==> config.mk <==
export PLATFORM = sky130hd
export DESIGN_NAME = masked_byte_pattern_scanner
export DESIGN_NICKNAME = d
export VERILOG_FILES = /design/src/rtl/core/mbps_pkg.sv /design/src/rtl/core/mbps_config.sv /design/src/rtl/core/mbps_window.sv /design/src/rtl/core/mbps_match.sv /design/src/rtl/core/masked_byte_pattern_scanner.sv
export SDC_FILE = /design/constraint.sdc
export NUM_CORES = 1
export LEC_CHECK = 0
export BUFFER_PORTS_ARGS = -buffer_cell sky130_fd_sc_hd__buf_2
export CAP_MARGIN = 20
export CORE_MARGIN = 5
export CORE_UTILIZATION = 65
export CTS_BUF_LIST = sky130_fd_sc_hd__clkbuf_4 sky130_fd_sc_hd__clkbuf_8
export DETAILED_ROUTE_END_ITERATION = 8
export PLACE_DENSITY = 0.83
export SLEW_MARGIN = 40
export SYNTH_ARGS = -nofsm -noshare
export SYNTH_HDL_FRONTEND = slang
export SYNTH_SLANG_ARGS = --single-unit
export TNS_END_PERCENT = 30
==> constraint.sdc <==
create_clock -name clk -period 11.2 [get_ports clk]
set_clock_uncertainty 0.15 [all_clocks]
set_input_delay 2.24 -clock clk [delete_from_list [all_inputs] [get_ports clk]]
set_output_delay 2.24 -clock clk [all_outputs]
set_load 0.02 [all_outputs]
==> src/rtl/core/mbps_pkg.sv <==
// Shared constants, types and register codes of the masked byte pattern scanner.
`timescale 1ns / 1ps

package mbps_pkg;

    localparam int MAX_PATTERN = 16;
    localparam int ADDR_WIDTH  = 32;
    localparam int BYTE_W      = 8;
    localparam int LEN_W       = $clog2(MAX_PATTERN + 1);
    localparam int IDX_W       = (MAX_PATTERN > 1) ? $clog2(MAX_PATTERN) : 1;
    localparam int CNT_W       = 16;
    localparam int CFG_INDEX_W = 3;
    localparam int CFG_DATA_W  = 64;

    localparam logic [CFG_INDEX_W-1:0] REG_PATTERN_LOW  = 3'd0;
    localparam logic [CFG_INDEX_W-1:0] REG_PATTERN_HIGH = 3'd1;
    localparam logic [CFG_INDEX_W-1:0] REG_CARE_MASK    = 3'd2;
    localparam logic [CFG_INDEX_W-1:0] REG_LENGTH       = 3'd3;
    localparam logic [CFG_INDEX_W-1:0] REG_OCCURRENCE   = 3'd4;
    localparam logic [CFG_INDEX_W-1:0] REG_BASE         = 3'd5;
    localparam logic [CFG_INDEX_W-1:0] REG_OFFSET       = 3'd6;

    typedef logic [MAX_PATTERN-1:0][BYTE_W-1:0] window_t;

    typedef struct packed {
        window_t                 pattern;
        logic [MAX_PATTERN-1:0]  care_mask;
        logic [LEN_W-1:0]        length;
        logic [CNT_W-1:0]        occurrence;
        logic [ADDR_WIDTH-1:0]   base;
        logic [ADDR_WIDTH-1:0]   offset;
    } cfg_t;

    typedef struct packed {
        logic valid;
        logic last;
    } stage_t;

endpackage

==> src/rtl/core/mbps_config.sv <==
// Configuration register file of the masked byte pattern scanner.
`timescale 1ns / 1ps

module mbps_config (
    input  logic                              clk,
    input  logic                              rst_n,
    input  logic                              cfg_wr_en,
    input  logic [mbps_pkg::CFG_INDEX_W-1:0]  cfg_index,
    input  logic [mbps_pkg::CFG_DATA_W-1:0]   cfg_wdata,
    output mbps_pkg::cfg_t                    cfg
);
    import mbps_pkg::*;

    logic [63:0]             pattern_low_reg;
    logic [63:0]             pattern_high_reg;
    logic [MAX_PATTERN-1:0]  care_mask_reg;
    logic [LEN_W-1:0]        length_reg;
    logic [CNT_W-1:0]        occurrence_reg;
    logic [ADDR_WIDTH-1:0]   base_reg;
    logic [ADDR_WIDTH-1:0]   offset_reg;

    always_ff @(posedge clk or negedge rst_n)
    begin
        if (!rst_n)
        begin
            pattern_low_reg  <= '0;
            pattern_high_reg <= '0;
            care_mask_reg    <= '1;
            length_reg       <= LEN_W'(1);
            occurrence_reg   <= '0;
            base_reg         <= '0;
            offset_reg       <= '0;
        end
        else if (cfg_wr_en)
        begin
            unique case (cfg_index)
                REG_PATTERN_LOW:  pattern_low_reg  <= cfg_wdata[63:0];
                REG_PATTERN_HIGH: pattern_high_reg <= cfg_wdata[63:0];
                REG_CARE_MASK:    care_mask_reg    <= cfg_wdata[MAX_PATTERN-1:0];
                REG_LENGTH:       length_reg       <= cfg_wdata[LEN_W-1:0];
                REG_OCCURRENCE:   occurrence_reg   <= cfg_wdata[CNT_W-1:0];
                REG_BASE:         base_reg         <= cfg_wdata[ADDR_WIDTH-1:0];
                REG_OFFSET:       offset_reg       <= cfg_wdata[ADDR_WIDTH-1:0];
                default:          ;
            endcase
        end
    end

    assign cfg.pattern    = window_t'({pattern_high_reg, pattern_low_reg});
    assign cfg.care_mask  = care_mask_reg;
    assign cfg.length     = length_reg;
    assign cfg.occurrence = occurrence_reg;
    assign cfg.base       = base_reg;
    assign cfg.offset     = offset_reg;

endmodule

==> src/rtl/core/mbps_window.sv <==
// Input register and sliding byte window of the masked byte pattern scanner.
`timescale 1ns / 1ps

module mbps_window (
    input  logic                          clk,
    input  logic                          rst_n,
    input  logic                          byte_valid,
    output logic                          byte_ready,
    input  logic [mbps_pkg::BYTE_W-1:0]   data_byte,
    input  logic                          last_byte,
    input  logic                          stage_fire,
    output mbps_pkg::stage_t              stage,
    output mbps_pkg::window_t             window
);
    import mbps_pkg::*;

    logic    valid_reg;
    logic    last_reg;
    window_t window_reg;
    logic    accept;

    assign byte_ready = !valid_reg || stage_fire;
    assign accept     = byte_valid && byte_ready;

    always_ff @(posedge clk or negedge rst_n)
    begin
        if (!rst_n)
        begin
            valid_reg  <= 1'b0;
            last_reg   <= 1'b0;
            window_reg <= '0;
        end
        else if (accept)
        begin
            valid_reg  <= 1'b1;
            last_reg   <= last_byte;
            window_reg <= window_t'({window_reg, data_byte});
        end
        else if (stage_fire)
        begin
            valid_reg <= 1'b0;
        end
    end

    assign stage.valid = valid_reg;
    assign stage.last  = last_reg;
    assign window      = window_reg;

endmodule

==> src/rtl/core/mbps_match.sv <==
// Window compare, region counters and result register of the masked byte pattern scanner.
`timescale 1ns / 1ps

module mbps_match (
    input  logic                              clk,
    input  logic                              rst_n,
    input  mbps_pkg::cfg_t                    cfg,
    input  mbps_pkg::stage_t                  stage,
    input  mbps_pkg::window_t                 window,
    output logic                              stage_fire,
    output logic                              result_valid,
    input  logic                              result_ready,
    output logic                              found,
    output logic [mbps_pkg::ADDR_WIDTH-1:0]   match_address
);
    import mbps_pkg::*;

    logic [ADDR_WIDTH-1:0] pos_reg;
    logic [LEN_W-1:0]      fill_reg;
    logic [CNT_W-1:0]      match_cnt_reg;
    logic                  reported_reg;
    logic                  out_valid_reg;
    logic                  found_reg;
    logic [ADDR_WIDTH-1:0] addr_reg;

    logic [LEN_W-1:0]      used_len;
    logic [LEN_W-1:0]      fill_next;
    logic [LEN_W-1:0]      tap;
    logic [ADDR_WIDTH-1:0] count;
    logic [ADDR_WIDTH-1:0] addr_calc;
    logic                  window_ok;
    logic                  hit;
    logic                  take;
    logic                  produce;

    always_comb
    begin
        if (cfg.length == '0)
        begin
            used_len = LEN_W'(1);
        end
        else if (cfg.length > LEN_W'(MAX_PATTERN))
        begin
            used_len = LEN_W'(MAX_PATTERN);
        end
        else
        begin
            used_len = cfg.length;
        end
    end

    always_comb
    begin
        window_ok = 1'b1;
        tap       = '0;
        for (int i = 0; i < MAX_PATTERN; i++)
        begin
            tap = used_len - LEN_W'(1) - LEN_W'(i);
            if ((LEN_W'(i) < used_len) && cfg.care_mask[i] &&
                (window[tap[IDX_W-1:0]] != cfg.pattern[i]))
            begin
                window_ok = 1'b0;
            end
        end
    end

    assign fill_next = (fill_reg == LEN_W'(MAX_PATTERN)) ? fill_reg : fill_reg + LEN_W'(1);
    assign count     = pos_reg + ADDR_WIDTH'(1);
    assign addr_calc = cfg.base + (count - ADDR_WIDTH'(used_len)) + cfg.offset;

    assign hit        = !reported_reg && (fill_next >= used_len) && window_ok;
    assign take       = hit && (match_cnt_reg == cfg.occurrence);
    assign produce    = take || (stage.last && !reported_reg);
    assign stage_fire = stage.valid && (!produce || !out_valid_reg || result_ready);

    always_ff @(posedge clk or negedge rst_n)
    begin
        if (!rst_n)
        begin
            pos_reg       <= '0;
            fill_reg      <= '0;
            match_cnt_reg <= '0;
            reported_reg  <= 1'b0;
        end
        else if (stage_fire)
        begin
            if (stage.last)
            begin
                pos_reg       <= '0;
                fill_reg      <= '0;
                match_cnt_reg <= '0;
                reported_reg  <= 1'b0;
            end
            else
            begin
                pos_reg  <= count;
                fill_reg <= fill_next;
                if (take)
                begin
                    reported_reg <= 1'b1;
                end
                else if (hit && (match_cnt_reg != '1))
                begin
                    match_cnt_reg <= match_cnt_reg + CNT_W'(1);
                end
            end
        end
    end

    always_ff @(posedge clk or negedge rst_n)
    begin
        if (!rst_n)
        begin
            out_valid_reg <= 1'b0;
        end
        else if (stage_fire && produce)
        begin
            out_valid_reg <= 1'b1;
        end
        else if (result_ready)
        begin
            out_valid_reg <= 1'b0;
        end
    end

    always_ff @(posedge clk)
    begin
        if (stage_fire && produce)
        begin
            found_reg <= take;
            addr_reg  <= take ? addr_calc : '0;
        end
    end

    assign result_valid  = out_valid_reg;
    assign found         = found_reg;
    assign match_address = addr_reg;

endmodule

==> src/rtl/core/masked_byte_pattern_scanner.sv <==
// An accepted byte is held in the window register, then its result in the output register.
// Throughput: one byte per cycle while the output is not stalled, set by the combinational window compare.
// A result waiting at the output stalls the input only when the next byte also yields a result.
// Reset is asynchronous and active low; it clears the window, counters and valid flags at once.
// Configuration registers return to their documented defaults on reset.
`timescale 1ns / 1ps

module masked_byte_pattern_scanner (
    input  logic                              clk,
    input  logic                              rst_n,
    input  logic                              byte_valid,
    output logic                              byte_ready,
    input  logic [mbps_pkg::BYTE_W-1:0]       data_byte,
    input  logic                              last_byte,
    output logic                              result_valid,
    input  logic                              result_ready,
    output logic                              found,
    output logic [mbps_pkg::ADDR_WIDTH-1:0]   match_address,
    input  logic                              cfg_wr_en,
    input  logic [mbps_pkg::CFG_INDEX_W-1:0]  cfg_index,
    input  logic [mbps_pkg::CFG_DATA_W-1:0]   cfg_wdata
);
    import mbps_pkg::*;

    cfg_t    cfg;
    stage_t  stage;
    window_t window;
    logic    stage_fire;

    mbps_config u_config (
        .clk       (clk),
        .rst_n     (rst_n),
        .cfg_wr_en (cfg_wr_en),
        .cfg_index (cfg_index),
        .cfg_wdata (cfg_wdata),
        .cfg       (cfg)
    );

    mbps_window u_window (
        .clk        (clk),
        .rst_n      (rst_n),
        .byte_valid (byte_valid),
        .byte_ready (byte_ready),
        .data_byte  (data_byte),
        .last_byte  (last_byte),
        .stage_fire (stage_fire),
        .stage      (stage),
        .window     (window)
    );

    mbps_match u_match (
        .clk           (clk),
        .rst_n         (rst_n),
        .cfg           (cfg),
        .stage         (stage),
        .window        (window),
        .stage_fire    (stage_fire),
        .result_valid  (result_valid),
        .result_ready  (result_ready),
        .found         (found),
        .match_address (match_address)
    );

endmodule

# Word level (Yosys, flattened, before mapping)
# Index checks and enable logic that the tools add are counted.
[totals] ff_bits=447 inputBits=81 output_inout_bits=35 elab_cells=239
[classes] addsub=22 order_cmp=34 eq_ne=26 muxes=62 reduce_logical=63
[op_table] op="8-bit binary-select mux with 4-bit select" count=16
[op_table] op="8-bit 2-to-1 mux" count=16
[op_table] op="8-bit != test" count=16
[op_table] op="4-bit by 5-bit less-than comparator with 1-bit output (second input constant)" count=16
[op_table] op="32-bit adder" count=2
[op_table] op="16-bit 2-to-1 mux" count=3
[op_table] op="1-bit logical AND" count=40
[op_table] op="4-bit by 5-bit less-than comparator with 1-bit output (first input constant)" count=8
[op_table] op="32-bit by 1-bit adder with 32-bit output (second input constant)" count=1
[op_table] op="32-bit 2-to-1 mux" count=1
[op_table] op="32-bit by 5-bit subtractor with 32-bit output" count=1
[op_table] op="4-bit subtractor (second input constant)" count=8
[op_table] op="1-bit 2-to-1 mux" count=22
[op_table] op="3-bit by 5-bit less-than comparator with 1-bit output (first input constant)" count=4
[op_table] op="5-bit 2-to-1 mux" count=4
[op_table] op="16-bit by 1-bit adder with 16-bit output (second input constant)" count=1
[op_table] op="16-bit == test" count=1
[op_table] op="16-bit != test (second input constant)" count=1
[op_table] op="2-bit AND reduction" count=8
[op_table] op="4-bit by 3-bit subtractor with 4-bit output (second input constant)" count=4
[op_table] op="1-bit by 5-bit less-than comparator with 1-bit output (first input constant)" count=2
[op_table] op="2-bit by 5-bit less-than comparator with 1-bit output (first input constant)" count=2
[op_table] op="3-bit == test (second input constant)" count=3
[op_table] op="2-bit nonzero test" count=4
[op_table] op="other kinds (14)" count=23

# Longest topological paths before layout
[depth] word_depth=34 mapped_depth=26 mapped_depth_nobuf=22

# Modules after synthesis
# From an unflattened synthesis, not the netlist that was laid out.
[unflattened] cells_unflattened=2560 hier_area_um2=31366.3
[by_module_without_submodules] mod="mbps_match" n_inst=1 cells_each=1793 area_each_um2=17480.5 seq_area_each_um2=2367.3
[by_module_without_submodules] mod="mbps_config" n_inst=1 cells_each=489 area_each_um2=8608.3 seq_area_each_um2=5751.8
[by_module_without_submodules] mod="mbps_window" n_inst=1 cells_each=278 area_each_um2=5277.6 seq_area_each_um2=3253.1

# Least setup slack after synthesis
# OpenSTA, ideal clock, no wires.
[synth_path] path_kind="register to register" from="register u_config.length_reg[2]" to="register u_match.found_reg (netlist: u_match.found), enable pin" setup_ns=0.434 t_arrival_ns=8.564 required_ns=10.616 slack_ns=2.052 path_stages_with_launch=27 path_buffers=7 synth_period_minus_slack_ns=9.148 cell_sequence="dfrtp_1 > buf_2 > or4_4 > nand2_2 > inv_2 > buf_6 > buf_2 > ha_1 > xnor2_1 > inv_2 > buf_4 > ha_1 > or3b_2 > a221o_1 > o211a_1 > xnor2_1 > buf_2 > mux4_2 > xnor2_1 > nand4_1 > o221ai_1 > nand3_1 > nor4_1 > or2_2 > buf_2 > buf_2 > a21oi_1"
[synth_between] elab_chain_len=32 word_cells_on_any_way=142 cone_classes="add/sub: 16; order compare: 18; eq/ne: 16; mux: 50; reduce/logical: 42"
[synth_lines] item="from (decl)" line_no="mbps_config.sv:17" source="logic [LEN_W-1:0] length_reg;"
[synth_lines] item="from (signal assigned)" line_no="mbps_config.sv:40" source="REG_LENGTH: length_reg <= cfg_wdata[LEN_W-1:0];"
[synth_lines] item="5-bit greater-than comparator" line_no="mbps_match.sv:42" source="else if (cfg.length > LEN_W'(MAX_PATTERN))"
[synth_lines] item="5-bit 2-to-1 mux" line_no="mbps_match.sv:42"
[synth_lines] item="5-bit 2-to-1 mux *" line_no="mbps_match.sv:38" source="if (cfg.length == '0)"
[synth_lines] item="4-bit by 1-bit subtractor with 4-bit output" line_no="mbps_match.sv:58" source="tap = used_len - LEN_W'(1) - LEN_W'(i);"
[synth_lines] item="4-bit by 1-bit subtractor with 4-bit output / 8-bit binary-select mux with 4-bit select (equally long branches)" line_no="mbps_match.sv:58, mbps_match.sv:60"
[synth_lines] item="8-bit binary-select mux with 4-bit select / 8-bit 2-to-1 mux (equally long branches)" line_no="mbps_match.sv:60" source="(window[tap[IDX_W-1:0]] != cfg.pattern[i]))"
[synth_lines] item="8-bit 2-to-1 mux (implied by the code) / 8-bit != test (equally long branches)" line_no="mbps_match.sv:60"
[synth_lines] item="8-bit != test / 1-bit logical AND (equally long branches)" line_no="mbps_match.sv:60, mbps_match.sv:59"
[synth_lines] item="1-bit logical AND / 1-bit 2-to-1 mux (equally long branches)" line_no="mbps_match.sv:59" source="if ((LEN_W'(i) < used_len) && cfg.care_mask[i] &&"
[synth_lines] item="1-bit 2-to-1 mux (15 in series)" line_no="mbps_match.sv:59"
[synth_lines] item="1-bit logical AND *" line_no="mbps_match.sv:71" source="assign hit = !reported_reg && (fill_next >= used_len) && window_ok;"
[synth_lines] item="1-bit logical AND *" line_no="mbps_match.sv:72" source="assign take = hit && (match_cnt_reg == cfg.occurrence);"
[synth_lines] item="1-bit logical OR *" line_no="mbps_match.sv:73" source="assign produce = take || (stage.last && !reported_reg);"
[synth_lines] item="1-bit zero test" line_no="mbps_match.sv:74" source="assign stage_fire = stage.valid && (!produce || !out_valid_reg || result_ready);"
[synth_lines] item="1-bit logical OR (2 in series)" line_no="mbps_match.sv:74"
[synth_lines] item="1-bit logical AND" line_no="mbps_match.sv:74"
[synth_lines] item="1-bit logical AND *" line_no="mbps_match.sv:128" source="if (stage_fire && produce)"
[synth_lines] item="to (signal assigned)" line_no="mbps_match.sv:130" source="found_reg <= take;"
[synth_lines] item="to (decl)" line_no="mbps_match.sv:23" source="logic found_reg;"
# Mark *: on every way between the ends. The rest lies on a longest branch, timed or not. The select of a mux whose other input is x is not followed.
# A chain may end at the register's enable or synchronous reset.

# Worst setup path in the final report
[layout_path] from="register u_config.length_reg[3]" to="output port byte_ready"
[layout_between] elab_chain_len=32 word_cells_on_any_way=142 cone_classes="add/sub: 16; order compare: 18; eq/ne: 16; mux: 50; reduce/logical: 42"
[layout_lines] item="5-bit greater-than comparator" line_no="mbps_match.sv:42"
[layout_lines] item="5-bit 2-to-1 mux" line_no="mbps_match.sv:42"
[layout_lines] item="5-bit 2-to-1 mux *" line_no="mbps_match.sv:38"
[layout_lines] item="4-bit by 1-bit subtractor with 4-bit output" line_no="mbps_match.sv:58"
[layout_lines] item="4-bit by 1-bit subtractor with 4-bit output / 8-bit binary-select mux with 4-bit select (equally long branches)" line_no="mbps_match.sv:58, mbps_match.sv:60"
[layout_lines] item="8-bit binary-select mux with 4-bit select / 8-bit 2-to-1 mux (equally long branches)" line_no="mbps_match.sv:60"
[layout_lines] item="8-bit 2-to-1 mux (implied by the code) / 8-bit != test (equally long branches)" line_no="mbps_match.sv:60"
[layout_lines] item="8-bit != test / 1-bit logical AND (equally long branches)" line_no="mbps_match.sv:60, mbps_match.sv:59"
[layout_lines] item="1-bit logical AND / 1-bit 2-to-1 mux (equally long branches)" line_no="mbps_match.sv:59"
[layout_lines] item="1-bit 2-to-1 mux (15 in series)" line_no="mbps_match.sv:59"
[layout_lines] item="1-bit logical AND *" line_no="mbps_match.sv:71"
[layout_lines] item="1-bit logical AND *" line_no="mbps_match.sv:72"
[layout_lines] item="1-bit logical OR *" line_no="mbps_match.sv:73"
[layout_lines] item="1-bit zero test *" line_no="mbps_match.sv:74"
[layout_lines] item="1-bit logical OR * (2 in series)" line_no="mbps_match.sv:74"
[layout_lines] item="1-bit logical AND *" line_no="mbps_match.sv:74"
[layout_lines] item="1-bit logical OR *" line_no="mbps_window.sv:22" source="assign byte_ready = !valid_reg || stage_fire;"
[layout_lines] item="to (decl)" line_no="masked_byte_pattern_scanner.sv:12" source="output logic byte_ready,"
# Marked as above.

==> run metrics <==
Leak=around 13 nW; Seq/Total Area, Yosys=0.3874; Highest Clock Rate=between 0.09 and 0.1 GHz; asr flop ratio synth=0.9262; max-cap viol count=0; DRC=0; core box area=roughly 44000 sq um; Reg area=about 11000 sq um; RSZ-0062 raised after global routing=false; largest net degree at the start of global routing=154; Worst Tran Pin Value=0.8590 ns; crit start category=flip-flop; total power=0.009859 W; Top FF cell, synth=dfrtp_1; DPL Wire Length=approximately 57 mm; GRT Util Overall=0.3185; H-tree levels=3; CP required=around 8.8 ns; via count=approximately 20000; Area contributors post-synth=dfrtp_1 (34%), mux4_2 (19%), mux2_2 (9.4%); pwr dens=around 310 nW/um^2; worst skew pair latency=about 0.67 ns; clock share of power=0.158; Clock Root Buffer=clkbuf_8; Post-synth EDFFs=33; post-CTS setup buffers=0; Setup crit end kind=output port; Slew Limit Fails=0; Util after Layout=0.7250; post-synthesis sequential element count=roughly 450; top-area cell type share of the netlist area=0.3384; Mapped Cells=2256; final number of hold-violating endpoints=0; Overflow after GRT=0; Crit path arrival time=~7.6 ns; P&R area growth vs syn=9.688%; Multi-input gate area=16930 sq um; most common cell after layout, fill and taps aside=dfrtp_1; area leader, netlist=dfrtp_1; worst hold path type=flip-flop to flip-flop; Post-CTS Hold Fix Bufs=0; initial core utilization=0.6610; first-pass GRT wire length=roughly 120 mm; fin crit share=0.8937; Die Y=around 220 um; clk sinks=447; yosys warns=0; Syn Area/Cell=roughly 13 sq um; max reg flops=approximately 130; die footprint=between 40000 and 50000 sq um; Reg clk slew, reported paths=about 0.070 ns; Clock Path Buffers=3; Die Span X=about 220 um; vias in the first global route=21100; Max stage delay on crit path=a little over 0.6 ns; Sw Ratio=0.4179; post-synthesis cell area=about 30000 sq um; Slew HR=0.4273; row cnt=77; CTS resizes=0; syn_nets=about 2500; status=finished clean; slowest stage cell, crit path=or4_4; routability cong.=0.9678; Min Clock Period, post-route=about 10 ns; VDD IR max=0.0002141 V; most frequent cells in the layout=dfrtp_1 (396), mux2_2 (245), mux4_2 (243); CTS tree=yes; layout cell share with drive strength beyond 1=0.3499; port bufs=approximately 120; Final nets=2546; Switch Pwr=roughly 0.004 W; Setup TNS=0 ns; Final ANT Viol Nets=0; io pins=roughly 120; drt total wl=between 70 and 80 mm; TritonRoute pass-1 iters=6; Reg power frac=0.261; Internal=roughly 0.0057 W; Netlist cell types=a little under 80; DR vias/cell=6.814; Routed wire per std cell=~26 um; Final setup viols=0; Starting DRT DRC Count=approximately 2100; CP cell instances=or4_4, nand2_4, inv_4, ha_1, xnor2_2, buf_4, inv_2, ha_1, or3b_2, a221o_1, o211a_1, xnor2_4, mux4_2, xor2_1, nor4_1, a221o_1, nand3_1, buf_4, o31ai_4, nand3_1, buf_2; cts bufs inserted=between 70 and 80; initial antenna violation count=2; power share of the combinational group=0.581; Setup Crit Path Kind=flip-flop to output port; Filler cells=a little under 3000; Crit Path Max Fanout=34
## metal layers
| metal | vias to the layer above | part of all wire | GRT usage |
|---|---|---|---|
| met5 | - | 0.00034 | 0 |
| met4 | 4 | 0.064 | 0.1632 |
| met3 | 275 | 0.079 | 0.06863 |
| met2 | 1004 | 0.49 | 0.5171 |
| met1 | 10490 | 0.37 | 0.4085 |
| li1 | 8700 | - | - |
## synth_stat cells (34+ instances only)
cell type    n
inv_1      163
fa_1        36
nand2_1     64
ha_1        77
mux4_2     243
o21ai_0     58
xor2_1      83
a21oi_1     34
mux2_1     112
xnor2_1    116
o31ai_1     43
nand3_1     36
mux2_2     245
dfrtp_1    397
clkbuf_1    84
## worst max-delay path, delay by kind of cell (launching register included)
family                     cells  cell delay [ns]
DFF                            1             0.52
adders and majority gates      2             0.65
AOI/OAI and AO/OA              4             0.98
xor gates and xnor gates       3             0.90
muxes                          1             0.60
buffers and inverters          5             1.30
and+or+nand+nor                6             1.97
## cells by family (layout without fill, tap and decap cells)
kind of cell / count (synthesis) / count (layout) / share of synthesized area
compound gates: 252 / 252 / 0.06146
xor+xnor: 199 / 199 / 0.05937
fa+ha+maj: 113 / 113 / 0.05737
buf+inv: 298 / 454 / 0.04074
flops: 447 / 447 / 0.3874
mux: 624 / 624 / 0.3321
other cells: 0 / 1 / 0
simple gates: 323 / 323 / 0.06159
## path summary, 6_finish.rpt
path	startpoint	depth (start not counted)	endpoint	slack, ns
hold reg to reg	u_config.offset_reg[9]	1	u_config.offset_reg[9]	0.35
setup reg to reg	u_config.length_reg[3]	23	u_window.window[0]	2.69
hold / removal	u_config.offset_reg[9]	1	u_config.offset_reg[9]	0.35
max in group asynchronous	rst_n	4	u_window.last_reg	7.92
setup / recovery	u_config.length_reg[3]	21	byte_ready	1.19
min in group asynchronous	rst_n	1	u_window.window[70]	1.35
## through the flow
stage                     instances  hold slack (ns)  cell area [sq um]  setup WS [ns]
after CTS                      3003           0.3562              32150          1.189
after floorplan                2256           0.3242              29360          2.052
after global routing           3004           0.3635              32200         0.7040
after detailed placement       2865           0.3431              30550          1.932
after global placement         2863           0.3372              30450          1.783
final                          3005           0.3529              32200          1.191
## power by group through the flow
stage	combinational [W]	clock, W	sequential, W
finish	0.00573	0.00156	0.00257
global route	0.00608	0.00165	0.00263
CTS	0.00565	0.00158	0.00255
detailed placement	0.00562	0	0.00258
global placement	0.00543	0	0.00252
floorplan	0.00427	0	0.00240
## cell type report
type | count | share of cell area
Multi-Input combinational cell | 1511 | 0.5259
Sequential cell | 447 | 0.3532
Clock buffer | 123 | 0.04636
Timing Repair Buffer | 146 | 0.02798
Tap cell | 592 | 0.02300
Inverter | 170 | 0.01993
Clock inverter | 15 | 0.003575
Antenna cell | 1 | 0.00007771
(Power assumes the default switching activity.)
